==> src/rtl/hpr_pkg.sv <==
// ----------------------------------------------------------------------------
// hpr_pkg: shared types and constants
// Config register map, datapath widths and fixed-point constants of the
// heading PI rudder controller.
// ----------------------------------------------------------------------------
`default_nettype none

package hpr_pkg;

  localparam int CFG_IDX_W  = 3;
  localparam int CFG_DATA_W = 16;

  localparam logic [CFG_IDX_W-1:0] REG_PROP_GAIN     = 3'd0;
  localparam logic [CFG_IDX_W-1:0] REG_INTEGRAL_GAIN = 3'd1;
  localparam logic [CFG_IDX_W-1:0] REG_SAMPLE_PERIOD = 3'd2;
  localparam logic [CFG_IDX_W-1:0] REG_RUDDER_MAX    = 3'd3;
  localparam logic [CFG_IDX_W-1:0] REG_RUDDER_MIN    = 3'd4;

  // shared multiplier: signed A x signed B
  localparam int MUL_AW = 34;
  localparam int MUL_BW = 24;
  localparam int PROD_W = MUL_AW + MUL_BW;

  // angles in 1/64 degree
  localparam logic signed [17:0] HALF_TURN     = 18'sd11520;
  localparam logic signed [17:0] NEG_HALF_TURN = -18'sd11520;
  localparam logic signed [17:0] FULL_TURN     = 18'sd23040;

  // 180 degrees in 2^-14 degree units
  localparam logic signed [MUL_AW-1:0] MAP_DEN = 34'sd2949120;

  // floor(q / 45) via offset and reciprocal: q is saturated to a span that
  // still lands outside any legal rudder limit, then shifted non-negative
  localparam logic signed [42:0] Q_MAX   = 43'sd737280;
  localparam logic signed [42:0] Q_MIN   = -43'sd737325;
  localparam logic signed [21:0] DIV_OFS = 22'sd737325;
  localparam logic signed [MUL_BW-1:0] RECIP_45 = 24'sd2982617;  // ceil(2^27/45)
  localparam logic signed [17:0] QUOT_OFS = 18'sd16385;

  typedef struct packed {
    logic [15:0]        prop_gain;
    logic [15:0]        integral_gain;
    logic [15:0]        sample_period;
    logic [13:0]        rudder_max;
    logic signed [14:0] rudder_min;
  } hpr_cfg_t;

  typedef enum logic [3:0] {
    ST_IDLE,
    ST_ERR,
    ST_MUL_P,
    ST_MUL_KE,
    ST_MUL_INC,
    ST_INTEG,
    ST_ACT,
    ST_MUL_LO,
    ST_MUL_HI,
    ST_MUL_OFS,
    ST_ACC,
    ST_SAT,
    ST_MUL_DIV,
    ST_CLAMP
  } hpr_state_e;

endpackage

`default_nettype wire

==> src/rtl/hpr_mul.sv <==
// ----------------------------------------------------------------------------
// hpr_mul: shared multiplier
// Signed multiplier with a registered product, reused by every multiply step.
// ----------------------------------------------------------------------------
`default_nettype none

module hpr_mul
  import hpr_pkg::*;
(
  input  wire logic                     clk_i,
  input  wire logic                     en_i,
  input  wire logic signed [MUL_AW-1:0] a_i,
  input  wire logic signed [MUL_BW-1:0] b_i,
  output logic signed [PROD_W-1:0]      prod_o
);

  logic signed [PROD_W-1:0] prod_q;

  always_ff @(posedge clk_i) begin
    if (en_i) begin
      prod_q <= a_i * b_i;
    end
  end

  assign prod_o = prod_q;

endmodule

`default_nettype wire

==> config.mk <==
export PLATFORM = sky130hd
export DESIGN_NAME = hpr_mul
export DESIGN_NICKNAME = d
export VERILOG_FILES = /design/src/rtl/hpr_pkg.sv /design/src/rtl/hpr_mul.sv
export SDC_FILE = /design/constraint.sdc
export NUM_CORES = 2
export LEC_CHECK = 0
export ABC_AREA = 1
export BUFFER_PORTS_ARGS = -buffer_cell sky130_fd_sc_hd__clkbuf_2
export CORE_MARGIN = 3
export CORE_UTILIZATION = 30
export CTS_CLUSTER_SIZE = 16
export DETAILED_ROUTE_END_ITERATION = 6
export HOLD_SLACK_MARGIN = 0.15
export PLACE_DENSITY = 0.56
export SYNTH_ARGS = -nofsm -noshare
export SYNTH_HDL_FRONTEND = slang
export SYNTH_SLANG_ARGS = --single-unit
export TNS_END_PERCENT = 50
==> constraint.sdc <==
create_clock -name clk_i -period 8.41 [get_ports clk_i]
set_input_delay 0.841 -clock clk_i [delete_from_list [all_inputs] [get_ports clk_i]]
set_output_delay 0.841 -clock clk_i [all_outputs]
set_load 0.005 [all_outputs]
# After elaboration in Yosys (flattened, before gate mapping)

Index checks and enable logic that the tools add are counted.

Register bits: 58
Latch bits: 0
Memory bits (writable): 0
Memory bits (read-only): 0
Bits of input ports: 60
Output and inout port bits: 58
Word-level logic and storage cells: 2
Memories: 0

$add $sub $neg: 0
Multiply operators: 1
Div/mod/pow operators: 0
Order comparisons: 0
Eq/ne operators: 0
Shift-type cells: 0
Mux-type cells: 0
Bitwise logic cells: 0
Reductions and logical operators: 0

Operators by type and width:

| cell           | count |
|---|---|
| $mul 34x24->58 | 1 |

# Longest topological paths before layout

Depth in word-level cells: 1
Depth in mapped cells: 31
Gate-level depth less buffers: 29

# Worst setup path after synthesis

Ideal clock, no wire load.

Path kind: in2reg
From: input b_i[1]
To: register prod_q[57], in the netlist prod_o[57] (data pin)
Setup time: 0.252 ns
Arrival: 6.813 ns
Required time: 8.158 ns
Path slack: 1.345 ns
Cell stages on the path: 26
Buffers on the path: 2
Path through: clkbuf_1 -> clkbuf_1 -> nand2_1 -> inv_1 -> fa_1 -> fa_1 -> inv_1 -> fa_1 -> inv_1 -> fa_1 -> inv_1 -> fa_1 -> inv_1 -> fa_1 -> fa_1 -> ha_1 -> nand2_1 -> inv_1 -> nand2_1 -> nor3_1 -> and3b_1 -> nand2_1 -> inv_1 -> nor2_1 -> nand2_1 -> nand2_1

Longest elaborated chain between the ends: 1

Ends and longest elaborated chain:

| what                 | line          | text |
|---|---|---|
| from (decl)          | hpr_mul.sv:13 | `input wire logic signed [MUL_BW-1:0] b_i,` |
| $mul 34x24->58       | hpr_mul.sv:21 | `prod_q <= a_i * b_i;` |
| to (signal assigned) | hpr_mul.sv:21 |  |
| to (decl)            | hpr_mul.sv:17 | `logic signed [PROD_W-1:0] prod_q;` |

No other way between the ends.
A chain may end at the register's enable or synchronous reset.

# Worst setup path in the final report

From: input a_i[33]
To: register prod_q[53], in the netlist prod_o[53] (data pin)

Longest elaborated chain between the ends: 1

Ends and longest elaborated chain:

| what           | line          | text |
|---|---|---|
| from (decl)    | hpr_mul.sv:12 | `input wire logic signed [MUL_AW-1:0] a_i,` |
| $mul 34x24->58 | hpr_mul.sv:21 |  |

No other way between the ends.

==> impl_results.md <==
- Max frequency: 134.1 MHz
- CP Capture Type: flop
- Post-Syn Area: around 32,000 um^2
- Hpwl dp: around 86,000 um
- Distinct cells, synth: 28
- Critical path class: in -> reg
- Drt initial violations: around 1,500
- Overall Global Routing Usage: 0.1850
- Max reg flops: 58
- Relative slew slack: 0.3694
- TritonCTS Buffers: 9
- Final net count: 5,227
- Count of final setup violators: 0
- Crit-path cells: clkbuf_2 > nand2_1 > inv_1 > fa_1 > fa_1 > inv_1 > fa_1 > inv_1 > fa_1 > inv_1 > fa_1 > inv_1 > fa_1 > fa_1 > ha_1 > nand2_1 > inv_1 > nand2_1 > nor3_1 > and3_1 > nand2_1 > nand4_1 > nand2_1
- Post-synth EDFFs: between 50 and 60
- IO buf count: between 100 and 150
- Final TNS setup: 0 ps
- RSZ-0062 raised after global routing: no
- CP delay by family, top: adder cells
- Routability Congestion: 0.9306
- Initial antenna violation count: 3
- Synthesized instance count: ~4,200
- Die Area: ~110,000 um^2
- Hold crit path type: in -> reg
- Vias in the first global route: roughly 28,000
- Ports: 118
- Final hold vios: 0
- Fill cells: 11,460
- Htree depth: 3
- Die span in y: about 340 um
- Final worst path period share: 0.8868
- Synth Area per Inst: between 7 and 8 um^2
- Post-synthesis sequential area ratio: 0.05359
- Clock tree buffer depth: 2
- WL/cell: approximately 18 um
- CP Max Fanout: 24
- Core area: 107,400 um^2
- Syn nets: a little over 5,000
- Layout cell share with drive strength beyond 1: 0.05416
- DIE WIDTH: ~340 um
- Root buffer cell: clkbuf_16
- Post-Layout Cell Count: between 5,000 and 6,000
- Final antenna-violating net count: 0
- CP most frequent cell: fa_1
- Post-synthesis register bit count: just under 60
- Largest net degree at the start of global routing: a little under 60
- Tightest Pin Transition: 946.0 ps
- Starting Density: 0.3027
- 1st-pass router iterations: 5
- Beginning of the worst hold path: en_i
- Max Slew Vio Count: 0
- Element type at the critical path start: input pin
- Number of hold buffers added after CTS: 0
- Row count: 120
- Status: completed
- Area growth, synth to finish: 8.016%
- Cells after DPL: 5,578
- Hold path endpoint: prod_o[7]
- Post-CTS Setup Inserts: 0
- Ys async rst share: 0
- Slowest stage cell, crit path: fa_1
- CP arrival: between 7000 and 8000 ps
- Drt via density: between 4 and 5
- Synth warnings: 0
- Worst Path Buf+Inv: 7
- Post-CTS Resized: 0
- Placed cell area: ~35,000 um^2
- CTS tree: yes
- Final wirelength: approximately 100,000 um
- Hold slack final: 1187 ps
- Final min period: 7458 ps
- Min-Delay Path Depth: 2
- DR vias: 25,010
- CP peak stage delay: 690 ps
- Fin area: between 30,000 and 40,000 um^2
- DRC: 0
- Congestion Overflow GR: 0
- Worst EP required: approximately 8500 ps
- Maxcap violations: 0
- First-pass GRT wire length: between 150,000 and 200,000 um
- Synth Flop Type: edfxtp_1
- # clock sinks: 58
- Clock transition at path regs: 70 ps
layer usage:
metal,routed length (um),up-vias,global-route usage
li1,-,11440,-
met1,42380,12680,0.2409
met2,49760,759,0.3303
met3,5506,132,0.02020
met4,2540,0,0.04164
met5,0,-,0
Yosys cell counts (all sizes together) (7+ instances only):
| cell type | count | share of area |
|---|---|---|
| nor3 | 8 | 0.0014 |
| a21oi | 49 | 0.0075 |
| clkbuf | 163 | 0.019 |
| nand2 | 1223 | 0.14 |
| o21bai | 11 | 0.0025 |
| nor2 | 123 | 0.015 |
| inv | 1380 | 0.16 |
| nand4 | 24 | 0.0046 |
| xor2 | 30 | 0.0081 |
| o21ai | 20 | 0.0031 |
| nand3 | 61 | 0.010 |
| ha | 154 | 0.059 |
| edfxtp | 58 | 0.054 |
| or2 | 7 | 0.0013 |
| fa | 827 | 0.51 |
worst max path at each step:
stage | depth (start not counted) | slack [ps] | end | startpoint
finish | 23 | 950 | prod_o[53] | a_i[33]
global route | 22 | 460 | prod_o[54] | a_i[33]
CTS | 24 | 970 | prod_o[54] | a_i[33]
detailed placement | 23 | 610 | prod_o[53] | a_i[33]
global placement | 21 | 580 | prod_o[47] | a_i[33]
floorplan | 26 | 1340 | prod_o[57] | b_i[1]
cell type report:
type | count | area [um^2] | area share
Tap cell | 1403 | 1755 | 0.05001
Sequential cell | 58 | 1742 | 0.04961
Timing Repair Buffer | 183 | 1106 | 0.03151
Inverter | 1380 | 5180 | 0.1476
Clock inverter | 7 | 125.1 | 0.003564
Multi-Input combinational cell | 2554 | 24970 | 0.7112
Antenna cell | 2 | 5.005 | 0.0001426
Clock buffer | 9 | 225.2 | 0.006416
cell usage in the layout (no fill, tap or decap):
| master | netlist | routed |
|---|---|---|
| a21boi_0 | 1 | 1 |
| a21o_1 | 2 | 2 |
| a21oi_1 | 49 | 49 |
| and2_1 | 2 | 2 |
| and3_1 | 2 | 2 |
| and3b_1 | 1 | 1 |
| buf_12 | 0 | 2 |
| buf_4 | 0 | 64 |
| bufinv_16 | 0 | 3 |
| clkbuf_16 | 0 | 9 |
| clkbuf_2 | 0 | 117 |
| clkinv_4 | 0 | 3 |
| diode_2 | 0 | 2 |
| edfxtp_1 | 58 | 58 |
| fa_1 | 827 | 827 |
| ha_1 | 154 | 154 |
| inv_1 | 1380 | 1380 |
| inv_6 | 0 | 1 |
| nand2_1 | 1219 | 1219 |
| nand2_2 | 4 | 4 |
| nand3_1 | 56 | 56 |
| nand3_2 | 5 | 5 |
| nand3b_1 | 2 | 2 |
| nand4_1 | 24 | 24 |
| nor2_1 | 112 | 112 |
| nor2_2 | 10 | 10 |
| nor2_4 | 1 | 1 |
| nor3_1 | 7 | 7 |
| nor3_2 | 1 | 1 |
| nor4_1 | 2 | 2 |
| o21ai_0 | 20 | 20 |
| o21bai_1 | 11 | 11 |
| or2_2 | 7 | 7 |
| xnor2_1 | 5 | 5 |
| xor2_1 | 30 | 30 |
cells by family (layout without fill, tap and decap cells):
group,Yosys count,count (layout),synth area share
flip-flops,58,58,0.05359
AND/OR/NAND/NOR,1455,1455,0.1762
buffers and inverters,1543,1579,0.1782
AO/OA/AOI/OAI,83,83,0.01386
other,0,2,0
XOR/XNOR,35,35,0.009432
adder cells (fa/ha/maj),981,981,0.5687
per-stage QoR:
step	util	setup slack, ps
finish	0.3270	952.2
global route	0.3270	463.2
CTS	0.3269	968.9
detailed placement	0.3237	611.7
global placement	0.3237	578.5
floorplan	-	1345
Power is left out: the tool's default activity adds up to more than one toggle a clock period on the data nets, which glitch-free logic cannot reach.
