File: src/rtl/hpr_pkg.sv
// ----------------------------------------------------------------------------
// hpr_pkg: shared types and constants
// Config register map, datapath widths and fixed-point constants of the
// heading PI rudder controller.
// ----------------------------------------------------------------------------
`default_nettype none

package hpr_pkg;

  localparam int CFG_IDX_W  = 3;
  localparam int CFG_DATA_W = 16;

  localparam logic [CFG_IDX_W-1:0] REG_PROP_GAIN     = 3'd0;
  localparam logic [CFG_IDX_W-1:0] REG_INTEGRAL_GAIN = 3'd1;
  localparam logic [CFG_IDX_W-1:0] REG_SAMPLE_PERIOD = 3'd2;
  localparam logic [CFG_IDX_W-1:0] REG_RUDDER_MAX    = 3'd3;
  localparam logic [CFG_IDX_W-1:0] REG_RUDDER_MIN    = 3'd4;

  // shared multiplier: signed A x signed B
  localparam int MUL_AW = 34;
  localparam int MUL_BW = 24;
  localparam int PROD_W = MUL_AW + MUL_BW;

  // angles in 1/64 degree
  localparam logic signed [17:0] HALF_TURN     = 18'sd11520;
  localparam logic signed [17:0] NEG_HALF_TURN = -18'sd11520;
  localparam logic signed [17:0] FULL_TURN     = 18'sd23040;

  // 180 degrees in 2^-14 degree units
  localparam logic signed [MUL_AW-1:0] MAP_DEN = 34'sd2949120;

  // floor(q / 45) via offset and reciprocal: q is saturated to a span that
  // still lands outside any legal rudder limit, then shifted non-negative
  localparam logic signed [42:0] Q_MAX   = 43'sd737280;
  localparam logic signed [42:0] Q_MIN   = -43'sd737325;
  localparam logic signed [21:0] DIV_OFS = 22'sd737325;
  localparam logic signed [MUL_BW-1:0] RECIP_45 = 24'sd2982617;  // ceil(2^27/45)
  localparam logic signed [17:0] QUOT_OFS = 18'sd16385;

  typedef struct packed {
    logic [15:0]        prop_gain;
    logic [15:0]        integral_gain;
    logic [15:0]        sample_period;
    logic [13:0]        rudder_max;
    logic signed [14:0] rudder_min;
  } hpr_cfg_t;

  typedef enum logic [3:0] {
    ST_IDLE,
    ST_ERR,
    ST_MUL_P,
    ST_MUL_KE,
    ST_MUL_INC,
    ST_INTEG,
    ST_ACT,
    ST_MUL_LO,
    ST_MUL_HI,
    ST_MUL_OFS,
    ST_ACC,
    ST_SAT,
    ST_MUL_DIV,
    ST_CLAMP
  } hpr_state_e;

endpackage

`default_nettype wire

File: src/rtl/hpr_cfg.sv
// ----------------------------------------------------------------------------
// hpr_cfg: configuration registers
// Write-only register file for gains, sample period and rudder limits.
// ----------------------------------------------------------------------------
`default_nettype none

module hpr_cfg
  import hpr_pkg::*;
(
  input  wire logic                  clk_i,
  input  wire logic                  rst_ni,
  input  wire logic                  cfg_we_i,
  input  wire logic [CFG_IDX_W-1:0]  cfg_idx_i,
  input  wire logic [CFG_DATA_W-1:0] cfg_data_i,
  output hpr_cfg_t                   cfg_o
);

  hpr_cfg_t cfg_q, cfg_d;

  always_comb begin
    cfg_d = cfg_q;
    if (cfg_we_i) begin
      case (cfg_idx_i)
        REG_PROP_GAIN:     cfg_d.prop_gain     = cfg_data_i;
        REG_INTEGRAL_GAIN: cfg_d.integral_gain = cfg_data_i;
        REG_SAMPLE_PERIOD: cfg_d.sample_period = cfg_data_i;
        REG_RUDDER_MAX:    cfg_d.rudder_max    = cfg_data_i[13:0];
        REG_RUDDER_MIN:    cfg_d.rudder_min    = $signed(cfg_data_i[14:0]);
        default: ;
      endcase
    end
  end

  always_ff @(posedge clk_i or negedge rst_ni) begin
    if (!rst_ni) begin
      cfg_q.prop_gain     <= 16'd512;
      cfg_q.integral_gain <= 16'd256;
      cfg_q.sample_period <= 16'd13107;
      cfg_q.rudder_max    <= 14'd2880;
      cfg_q.rudder_min    <= -15'sd2880;
    end else begin
      cfg_q <= cfg_d;
    end
  end

  assign cfg_o = cfg_q;

endmodule

`default_nettype wire

File: config.mk
export PLATFORM = sky130hd
export DESIGN_NAME = hpr_cfg
export DESIGN_NICKNAME = d
export VERILOG_FILES = /design/src/rtl/hpr_pkg.sv /design/src/rtl/hpr_cfg.sv
export SDC_FILE = /design/constraint.sdc
export NUM_CORES = 1
export LEC_CHECK = 0
export BUFFER_PORTS_ARGS = -buffer_cell sky130_fd_sc_hd__clkbuf_2
export CORE_UTILIZATION = 50
export CTS_CLUSTER_DIAMETER = 50
export DETAILED_ROUTE_END_ITERATION = 6
export HOLD_SLACK_MARGIN = 0.03
export PLACE_DENSITY = 0.79
export RECOVER_POWER = 100
export SKIP_LAST_GASP = 1
export SYNTH_ARGS = -nofsm -noshare
export SYNTH_HDL_FRONTEND = slang
export SYNTH_SLANG_ARGS = --single-unit
File: constraint.sdc
create_clock -name clk_i -period 1 [get_ports clk_i]
set_clock_uncertainty 0.1 [all_clocks]
set_input_delay 0.2 -clock clk_i [delete_from_list [all_inputs] [get_ports clk_i]]
set_output_delay 0.2 -clock clk_i [all_outputs]
set_load 0.005 [all_outputs]
Word level (Yosys, flattened, before mapping)
Index checks and enable logic that the tools add are counted.
{"block": "totals", "reg_bits": 77, "inputBits": 22, "output_inout_bits": 77, "elab_cells": 15}
{"block": "op_classes", "eq_ne": 4, "n_reduce_logical": 6}
{"cell": "2-bit AND reduction", "n": 5}
{"cell": "3-bit by 2-bit equality test with 1-bit output (second input constant)", "n": 2}
{"cell": "3-bit by 1-bit equality test with 1-bit output (second input constant)", "n": 1}
{"cell": "3-bit equality test (second input constant)", "n": 1}
{"cell": "3-bit logical NOT", "n": 1}

Logic depth before layout (Yosys ltp)
Gate-level depths: netlist (run 1).
{"block": "depth", "ltp_word": 2, "mapped_depth": 4, "ltp_nobuf": 2}

Worst setup path after synthesis (run 1)
Ideal clock, no wire load.
{"block": "synth_path", "path_kind": "input port to flip-flop", "startpoint": "in cfg_idx_i[0]", "endpoint": "reg cfg_q (netlist bit cfg_o[61])", "setup_ps": 125, "arrival_ps": 1160, "required_time_ps": 775, "setup_slack_ps": -385, "stages": 3, "path_buffers": 1, "path_cell_list": "nor4b_4 buf_6 mux2_2"}
{"block": "synth_via", "elab_chain_cells": 2}
{"element": "from (decl)", "line": "hpr_cfg.sv:13", "source": "input wire logic [CFG_IDX_W-1:0] cfg_idx_i,"}
{"element": "3-bit logical NOT", "line": "hpr_cfg.sv:23", "source": "case (cfg_idx_i)"}
{"element": "2-bit AND reduction (no source line)"}
{"element": "to (signal assigned)", "line": "hpr_cfg.sv:42", "source": "cfg_q <= cfg_d;"}
{"element": "to (decl)", "line": "hpr_cfg.sv:18", "source": "hpr_cfg_t cfg_q, cfg_d;"}
Every way passes these cells.
A chain may end at the register's enable or synchronous reset.

Worst setup path after layout (run 1)
{"block": "layout_path", "startpoint": "reg cfg_q (netlist bit cfg_o[70])", "endpoint": "out cfg_o[70] in the netlist's numbering"}
{"element": "to (decl)", "line": "hpr_cfg.sv:15", "source": "output hpr_cfg_t cfg_o"}
No word-level cell between the ends.

==> results.ini, run 1 <==
[logic_synthesis]
ys_seq_elements=77
ys_warn_count=0
synthCells=167
synth_top_cell_by_area=dfrtp_1
synth.area.top_cells=dfrtp_1 48%, mux2_2 29%, dfstp_2 18%
yosysSeqAreaShare=0.659
synth_top_area_share=0.481
synthesis.area_um2=2960
syn-num-nets=189
avgSynthCellArea_um2=17.7
yosysUniqueCellTypes=9

[sta]
rsz0062_at_grt=yes
slew_viol_final=0
tns_ns=-21.81
post-route-period-util=1.31
setup_viol=200
slew_headroom=0.602
fin_ws_ns=-0.309
max_slew.worst_pin.slew_ns=0.597
min_period_ns=1.31
fin_hold_ws_ns=0.0533
hold_viol_final=0
fmax_mhz=764

[power_and_ir_drop]
peakVddDrop_v=0.00150
leakagePower_nw=2.32
p_per_area_nw_per_um2=2110
total_power_mw=9.80

[critical_path]
worst-path-buf-inv=1
critPathKind=reg2out
cp.arrival_ns=1.01
start_kind=flop
crit_chain=buf_6
worst_setup_path_end_kind=output pin
worst_path_max_delay_cell=dfstp_2
cp_slowest_stage_delay_ns=0.56
crit_fanout=2
cpLargestDelayFamily=flip-flops
worstPathRequired_ns=0.70

[global_routing]
grt_pass1_vias=2143
grt_max_degree=24
overflow=0
grt_usage=0.266
antenna_found_initial=0
grt_pass1_wl_um=11700

[cts]
cts_tree=done
htree_num_levels=3
cts-buffers-inserted=9
clock_sinks=77
cts.path.max_buffers=2
cts_root_buffer=clkbuf_8
clk_latency_ns=0.34
clkTransAtPathRegs_ns=0.08

[drt]
wl_um=8030
dr.pass1.iters=4
num_vias=2090
drtAntennaViolNets=0
drc=0
wl_per_cell_um=19.7
vias_per_cell=5.12
drt-initial-drc-count=76

[place]
dpl_cell_area_um2=3820
io_buffers=98
dp.cells=339
dp_slack_ns=-0.491
hpwl_um=4430
place.gp.congestion=0.711

[layout]
antenna_cells=0
fin_util=0.828
area_growth_pct=56.7
drive_gt1_frac=0.815
multi_input_area_um2=1190
final-instance-count-excl-fill=408
finalInstanceArea_um2=4640
fill_cells=299
seq_area_um2=1950
largest_reg_flops=77
nets=353

[outcome]
violations=negative setup slack
outcome=finished with violations

[floorplanning]
dieWidth_um=79.0
dieArea_um2=6240
initial_utilization=0.529
die_h_um=79.0
core-area_um2=5610
num_rows=27
ios=99

[flow_run]
cap_violations=0

[min_path]
worstHoldPathType=in2reg

report_power, final:
part	internal, mW	leakage [nW]	switching, mW
logic	1.90	1.31	0.891
clock network	1.54	0.116	1.09
registers	3.93	0.894	0.449
total	7.37	2.32	2.43
area by class of cell:
| class | instances | area share |
|---|---|---|
| clock buffers | 12 | 0.0334 |
| multi-input cells | 82 | 0.256 |
| clock inverters | 4 | 0.0151 |
| flip-flops and latches | 77 | 0.420 |
| well taps | 72 | 0.0194 |
| repair buffers | 161 | 0.256 |
synth_stat cells, drive strengths merged:
master / instances
mux2: 77
dfrtp: 57
dfstp: 20
buf: 8
and4bb: 2
nand4b: 1
nor4b: 1
nor4bb: 1
layout by cell type (no fill, tap or decap), drive strengths merged, types with 2 or more instances in the layout:
cell,instances
buf,65
bufinv,2
mux2,77
and4bb,2
dlygate4sd3,3
clkbuf,105
clkinv,2
dfrtp,57
dfstp,20
path summary, 6_finish.rpt:
path	start	to	slack (ns)	cells past startpoint
hold / removal	cfg_data_i[13]	cfg_o[13]$_DFFE_PN1P_	0.05	2
max in group asynchronous	rst_ni	cfg_o[29]$_DFFE_PN1P_	-0.11	3
setup reg to reg	cfg_o[76]$_DFFE_PN0P_	cfg_o[76]$_DFFE_PN0P_	-0.12	3
hold reg to reg	cfg_o[17]$_DFFE_PN0P_	cfg_o[17]$_DFFE_PN0P_	0.41	1
setup / recovery	cfg_o[70]$_DFFE_PN1P_	cfg_o[70]	-0.31	1
min in group asynchronous	rst_ni	cfg_o[9]$_DFFE_PN0P_	0.30	2
layer usage:
layer,global-route usage,wire (um),part of all wire,vias up
met2,0.401,3990,0.50,89
met3,0.0805,449,0.056,8
met1,0.370,3520,0.44,1071
li1,-,-,-,922
met4,0.0818,76,0.0095,0
met5,0,0,0,-
cells by family (layout without fill, tap and decap cells):
kind of cell,count (synthesis),in the layout,share of synthesized area
buffers and inverters,8,177,0.0262
DFF,77,77,0.659
muxes,77,77,0.293
and+or+nand+nor,5,5,0.0228
what timing repair did:
item,4_1_cts,5_1_grt
gates resized for setup,30,16
hold endpoints to repair,67,1
hold buffers,2,1
pin swaps,2,4
setup buffers,31,25
gates cloned,3,1
endpoints found under the setup margin,140,144
Power figures use the tool's default switching activity.
==> run 2: changes to the inputs <==
==> constraint.sdc (replaced) <==
create_clock -name clk_i -period 1.6 [get_ports clk_i]
set_clock_uncertainty 0.1 [all_clocks]
set_input_delay 0.32 -clock clk_i [delete_from_list [all_inputs] [get_ports clk_i]]
set_output_delay 0.32 -clock clk_i [all_outputs]
set_load 0.005 [all_outputs]
==> results.ini, run 2 (synthesis gave the netlist of run 1 again) <==
[outcome]
outcome=complete, no violations

[floorplanning]
ios=99
core-area_um2=5610
die_h_um=79.0
num_rows=27
dieArea_um2=6240
dieWidth_um=79.0
initial_utilization=0.529

[power_and_ir_drop]
total_power_mw=5.49
leakagePower_nw=1.69
p_per_area_nw_per_um2=1460
peakVddDrop_v=0.000803

[layout]
mostFrequentLayoutCell=mux2_2
nets=304
largest_reg_flops=77
most-common-layout-cells=76 x mux2_2, 59 x clkbuf_2, 57 x dfrtp_1
antenna_cells=0
area_growth_pct=27.2
drive_gt1_frac=0.599

[place]
place.gp.congestion=0.695
hpwl_um=4400
io_buffers=98

[critical_path]
worst_path_max_delay_cell=clkbuf_1
cp_slowest_stage_delay_ns=0.44
worst_setup_path_end_kind=flop
worstPathRequired_ns=1.72
crit_fanout=7
worst-path-buf-inv=2
reg2reg_depth=1
cpLargestDelayFamily=buffers and inverters
critPathKind=in2reg
crit_chain=clkbuf_2, nor4b_4, clkbuf_1, mux2_2
cp.depth=4
cp.arrival_ns=1.58
start_kind=input port

[sta]
rsz0062_at_grt=no
post-route-period-util=0.915
setup_viol=0
hold_viol_final=0
min_period_ns=1.46
tns_ns=0
slew_headroom=0.551
max_slew.worst_pin.slew_ns=0.673
slew_viol_final=0
fmax_mhz=683

[global_routing]
overflow=0
grt_pass1_vias=1938
antenna_found_initial=0
grt_pass1_wl_um=9890
grt_max_degree=34
grt_usage=0.213

[drt]
drc=0
num_vias=1826
wl_per_cell_um=16.7
drtAntennaViolNets=0
dr.pass1.iters=3
vias_per_cell=5.09
wl_um=6010
drt-initial-drc-count=65

[cts]
post_cts_resized=0
cts-hold-fix-buffers=1
htree_num_levels=3
cts.path.max_buffers=2
post-cts-setup-buffers=0
cts_tree=done
clock_sinks=77
clk_latency_ns=0.33
clkTransAtPathRegs_ns=0.07
cts_root_buffer=clkbuf_8
cts-buffers-inserted=9

[min_path]
holdPathStages=2
worstHoldPathType=in2reg

[flow_run]
cap_violations=0

-- run 2: cell count changes in the layout (fill, tap and decap cells not counted), sizes merged --
cell / delta
bufinv: +1
buf: -59
clkinv: -2
dlygate4sd3: -2
clkbuf: +13
-- run 2: path summary, 6_finish.rpt --
kind | from | end | slack (ns)
min | cfg_data_i[15] | cfg_o[60]$_DFFE_PN0P_ | 0.15
max | cfg_idx_i[0] | cfg_o[65]$_DFFE_PN0P_ | 0.14
min reg2reg | cfg_o[40]$_DFFE_PN0P_ | cfg_o[40]$_DFFE_PN0P_ | 0.41
max reg2reg | cfg_o[52]$_DFFE_PN0P_ | cfg_o[52]$_DFFE_PN0P_ | 0.66
max in group asynchronous | rst_ni | cfg_o[29]$_DFFE_PN1P_ | 0.26
min in group asynchronous | rst_ni | cfg_o[40]$_DFFE_PN0P_ | 0.36
-- run 2: final cells by class --
type | count | area (um^2)
Tap cell | 72 | 90.1
Timing Repair Buffer | 112 | 536
Multi-Input combinational cell | 82 | 935
Fill cell | 449 | 1840
Sequential cell | 77 | 1950
Clock buffer | 13 | 169
Clock inverter | 3 | 90.1
-- run 2: where the power goes --
group,switching [mW],leakage [nW],internal [mW]
sequential,0.222,0.891,2.44
clock,0.665,0.130,1.17
combinational,0.420,0.665,0.575
total,1.31,1.69,4.18
-- run 2: metrics by stage --
| step | hold WS (ns) | setup slack [ns] | area [um^2] | utilization | std cells |
|---|---|---|---|---|---|
| finish | 0.152 | 0.136 | 3770 | 0.672 | 359 |
| global route | 0.151 | 0.0806 | 3770 | 0.672 | 359 |
| CTS | 0.133 | 0.180 | 3890 | 0.693 | 359 |
| detailed placement | 0.192 | -0.0177 | 3620 | 0.645 | 342 |
| global placement | 0.195 | 0.0336 | 3620 | 0.645 | 342 |
| floorplan | -0.0756 | 0.0955 | 2960 | - | 167 |
-- run 2: layer usage --
layer | track usage | vias to the layer above | routed length [um]
met5 | 0 | - | 0
met2 | 0.316 | 71 | 2710
li1 | - | 826 | -
met3 | 0.0552 | 3 | 428
met1 | 0.303 | 926 | 2820
met4 | 0.0764 | 0 | 48
==> run 3: changes to the inputs <==
--- a/config.mk
+++ b/config.mk
@@ -12,6 +12,7 @@
 export HOLD_SLACK_MARGIN = 0.03
 export PLACE_DENSITY = 0.79
 export RECOVER_POWER = 100
+export SETUP_SLACK_MARGIN = 0.2
 export SKIP_LAST_GASP = 1
 export SYNTH_ARGS = -nofsm -noshare
 export SYNTH_HDL_FRONTEND = slang
==> results.ini, run 3 (synthesis gave the netlist of run 1 again) <==
[floorplanning]
die_h_um=79.0
ios=99
core-area_um2=5610
initial_utilization=0.529
num_rows=27
dieArea_um2=6240
dieWidth_um=79.0

[global_routing]
grt_pass1_vias=1955
antenna_found_initial=0
grt_usage=0.224
overflow=0
grt_pass1_wl_um=10200
grt_max_degree=33

[cts]
htree_num_levels=3
cts_root_buffer=clkbuf_8
clkTransAtPathRegs_ns=0.08
cts.path.max_buffers=2
clk_latency_ns=0.33
cts-buffers-inserted=9
clock_sinks=77
cts_tree=done

[power_and_ir_drop]
pwr-share-seq=0.499
p_per_area_nw_per_um2=1400
total_power_mw=5.37
p_switching_mw=1.38
p_int_mw=3.99
leakagePower_nw=1.74
pwr-share-comb=0.207
swShare=0.257
peakVddDrop_v=0.000792
clkPwrFrac=0.295

[layout]
largest_reg_flops=77
most-common-layout-cells=71 x mux2_2, 63 x clkbuf_2, 57 x dfrtp_1
mostFrequentLayoutCell=mux2_2
final-instance-count-excl-fill=364
multi_input_area_um2=953
nets=309
seq_area_um2=1950
antenna_cells=0
drive_gt1_frac=0.603
fill_cells=445
finalInstanceArea_um2=3850
area_growth_pct=29.9

[critical_path]
crit_fanout=12
start_kind=input port
cp.arrival_ns=1.59
r2r_slack_ns=0.63
worstPathRequired_ns=1.72
critPathKind=in2reg
worst_setup_path_end_kind=flop

[drt]
num_vias=1873
drc=0
dr.pass1.iters=3
wl_um=6370
vias_per_cell=5.15
drt-initial-drc-count=108
drtAntennaViolNets=0
wl_per_cell_um=17.5

[sta]
fin_ws_ns=0.129
post-route-period-util=0.919
slew_headroom=0.692
fmax_mhz=680
max_slew.worst_pin.slew_ns=0.462
fin_hold_ws_ns=0.146
setup_viol=0
min_period_ns=1.47
rsz0062_at_grt=yes
slew_viol_final=0
hold_viol_final=0

[place]
dp.cells=342
hpwl_um=4530
dpl_cell_area_um2=3680
dp_slack_ns=-0.0495
io_buffers=98
place.gp.congestion=0.744

[flow_run]
cap_violations=0

[min_path]
worstHoldPathType=in2reg

[outcome]
outcome=complete, no violations

run 3: cell types whose count changed in the layout (fill, tap and decap cells not counted), sizes merged:
cell	delta
inv	+1
clkinvlp	+2
bufinv	-1
clkbuf	-9
buf	+12
run 3: worst paths after layout:
| check | startpoint | to | depth (start not counted) |
|---|---|---|---|
| setup / recovery | cfg_idx_i[1] | cfg_o[48]$_DFFE_PN0P_ | 4 |
| hold / removal | cfg_data_i[15] | cfg_o[76]$_DFFE_PN0P_ | 2 |
| setup reg to reg | cfg_o[12]$_DFFE_PN1P_ | cfg_o[12]$_DFFE_PN1P_ | 2 |
| hold reg to reg | cfg_o[4]$_DFFE_PN0P_ | cfg_o[4]$_DFFE_PN0P_ | 1 |
| max in group asynchronous | rst_ni | cfg_o[53]$_DFFE_PN1P_ | 3 |
| min in group asynchronous | rst_ni | cfg_o[52]$_DFFE_PN0P_ | 2 |
run 3: power groups by stage:
| stage | Clock, mW | Combinational [mW] | Sequential, mW |
|---|---|---|---|
| floorplan | 0 | 0.434 | 2.73 |
| global placement | 0 | 1.07 | 2.70 |
| detailed placement | 0 | 1.11 | 2.72 |
| CTS | 1.62 | 1.14 | 2.69 |
| global route | 1.71 | 1.21 | 2.73 |
| finish | 1.58 | 1.11 | 2.68 |
run 3: metrics by stage:
stage | util | setup TNS [ns]
floorplan | - | 0
global placement | 0.656 | 0
detailed placement | 0.656 | -0.413
CTS | 0.700 | 0
global route | 0.687 | 0
finish | 0.687 | 0
run 3: final cells by class:
cell class                 instances  share of cell area
sequential                        77               0.507
timing repair buffer             117               0.166
clock buffer                      11              0.0341
multi-input combinational         82               0.248
clock inverter                     5              0.0218
tap                               72              0.0234
run 3: timing repair:
action,in CTS,in global routing
pin swaps,0,0
endpoints found under the setup margin,20,20
gates resized for setup,0,12
hold buffers,1,0
setup buffers,3,2
hold endpoints to repair,19,0
run 3: metal layers:
metal | up-vias | global-route usage | share of wire
met5 | - | 0 | 0
met4 | 0 | 0.105 | 0.011
met2 | 77 | 0.345 | 0.47
met3 | 8 | 0.0655 | 0.074
li1 | 830 | - | -
met1 | 958 | 0.294 | 0.44
run 3: worst max-delay path, stage by stage:
cell and delay (ns):
clkbuf_1 0.18, and4bb_1 0.33, clkbuf_2 0.38, mux2_2 0.39
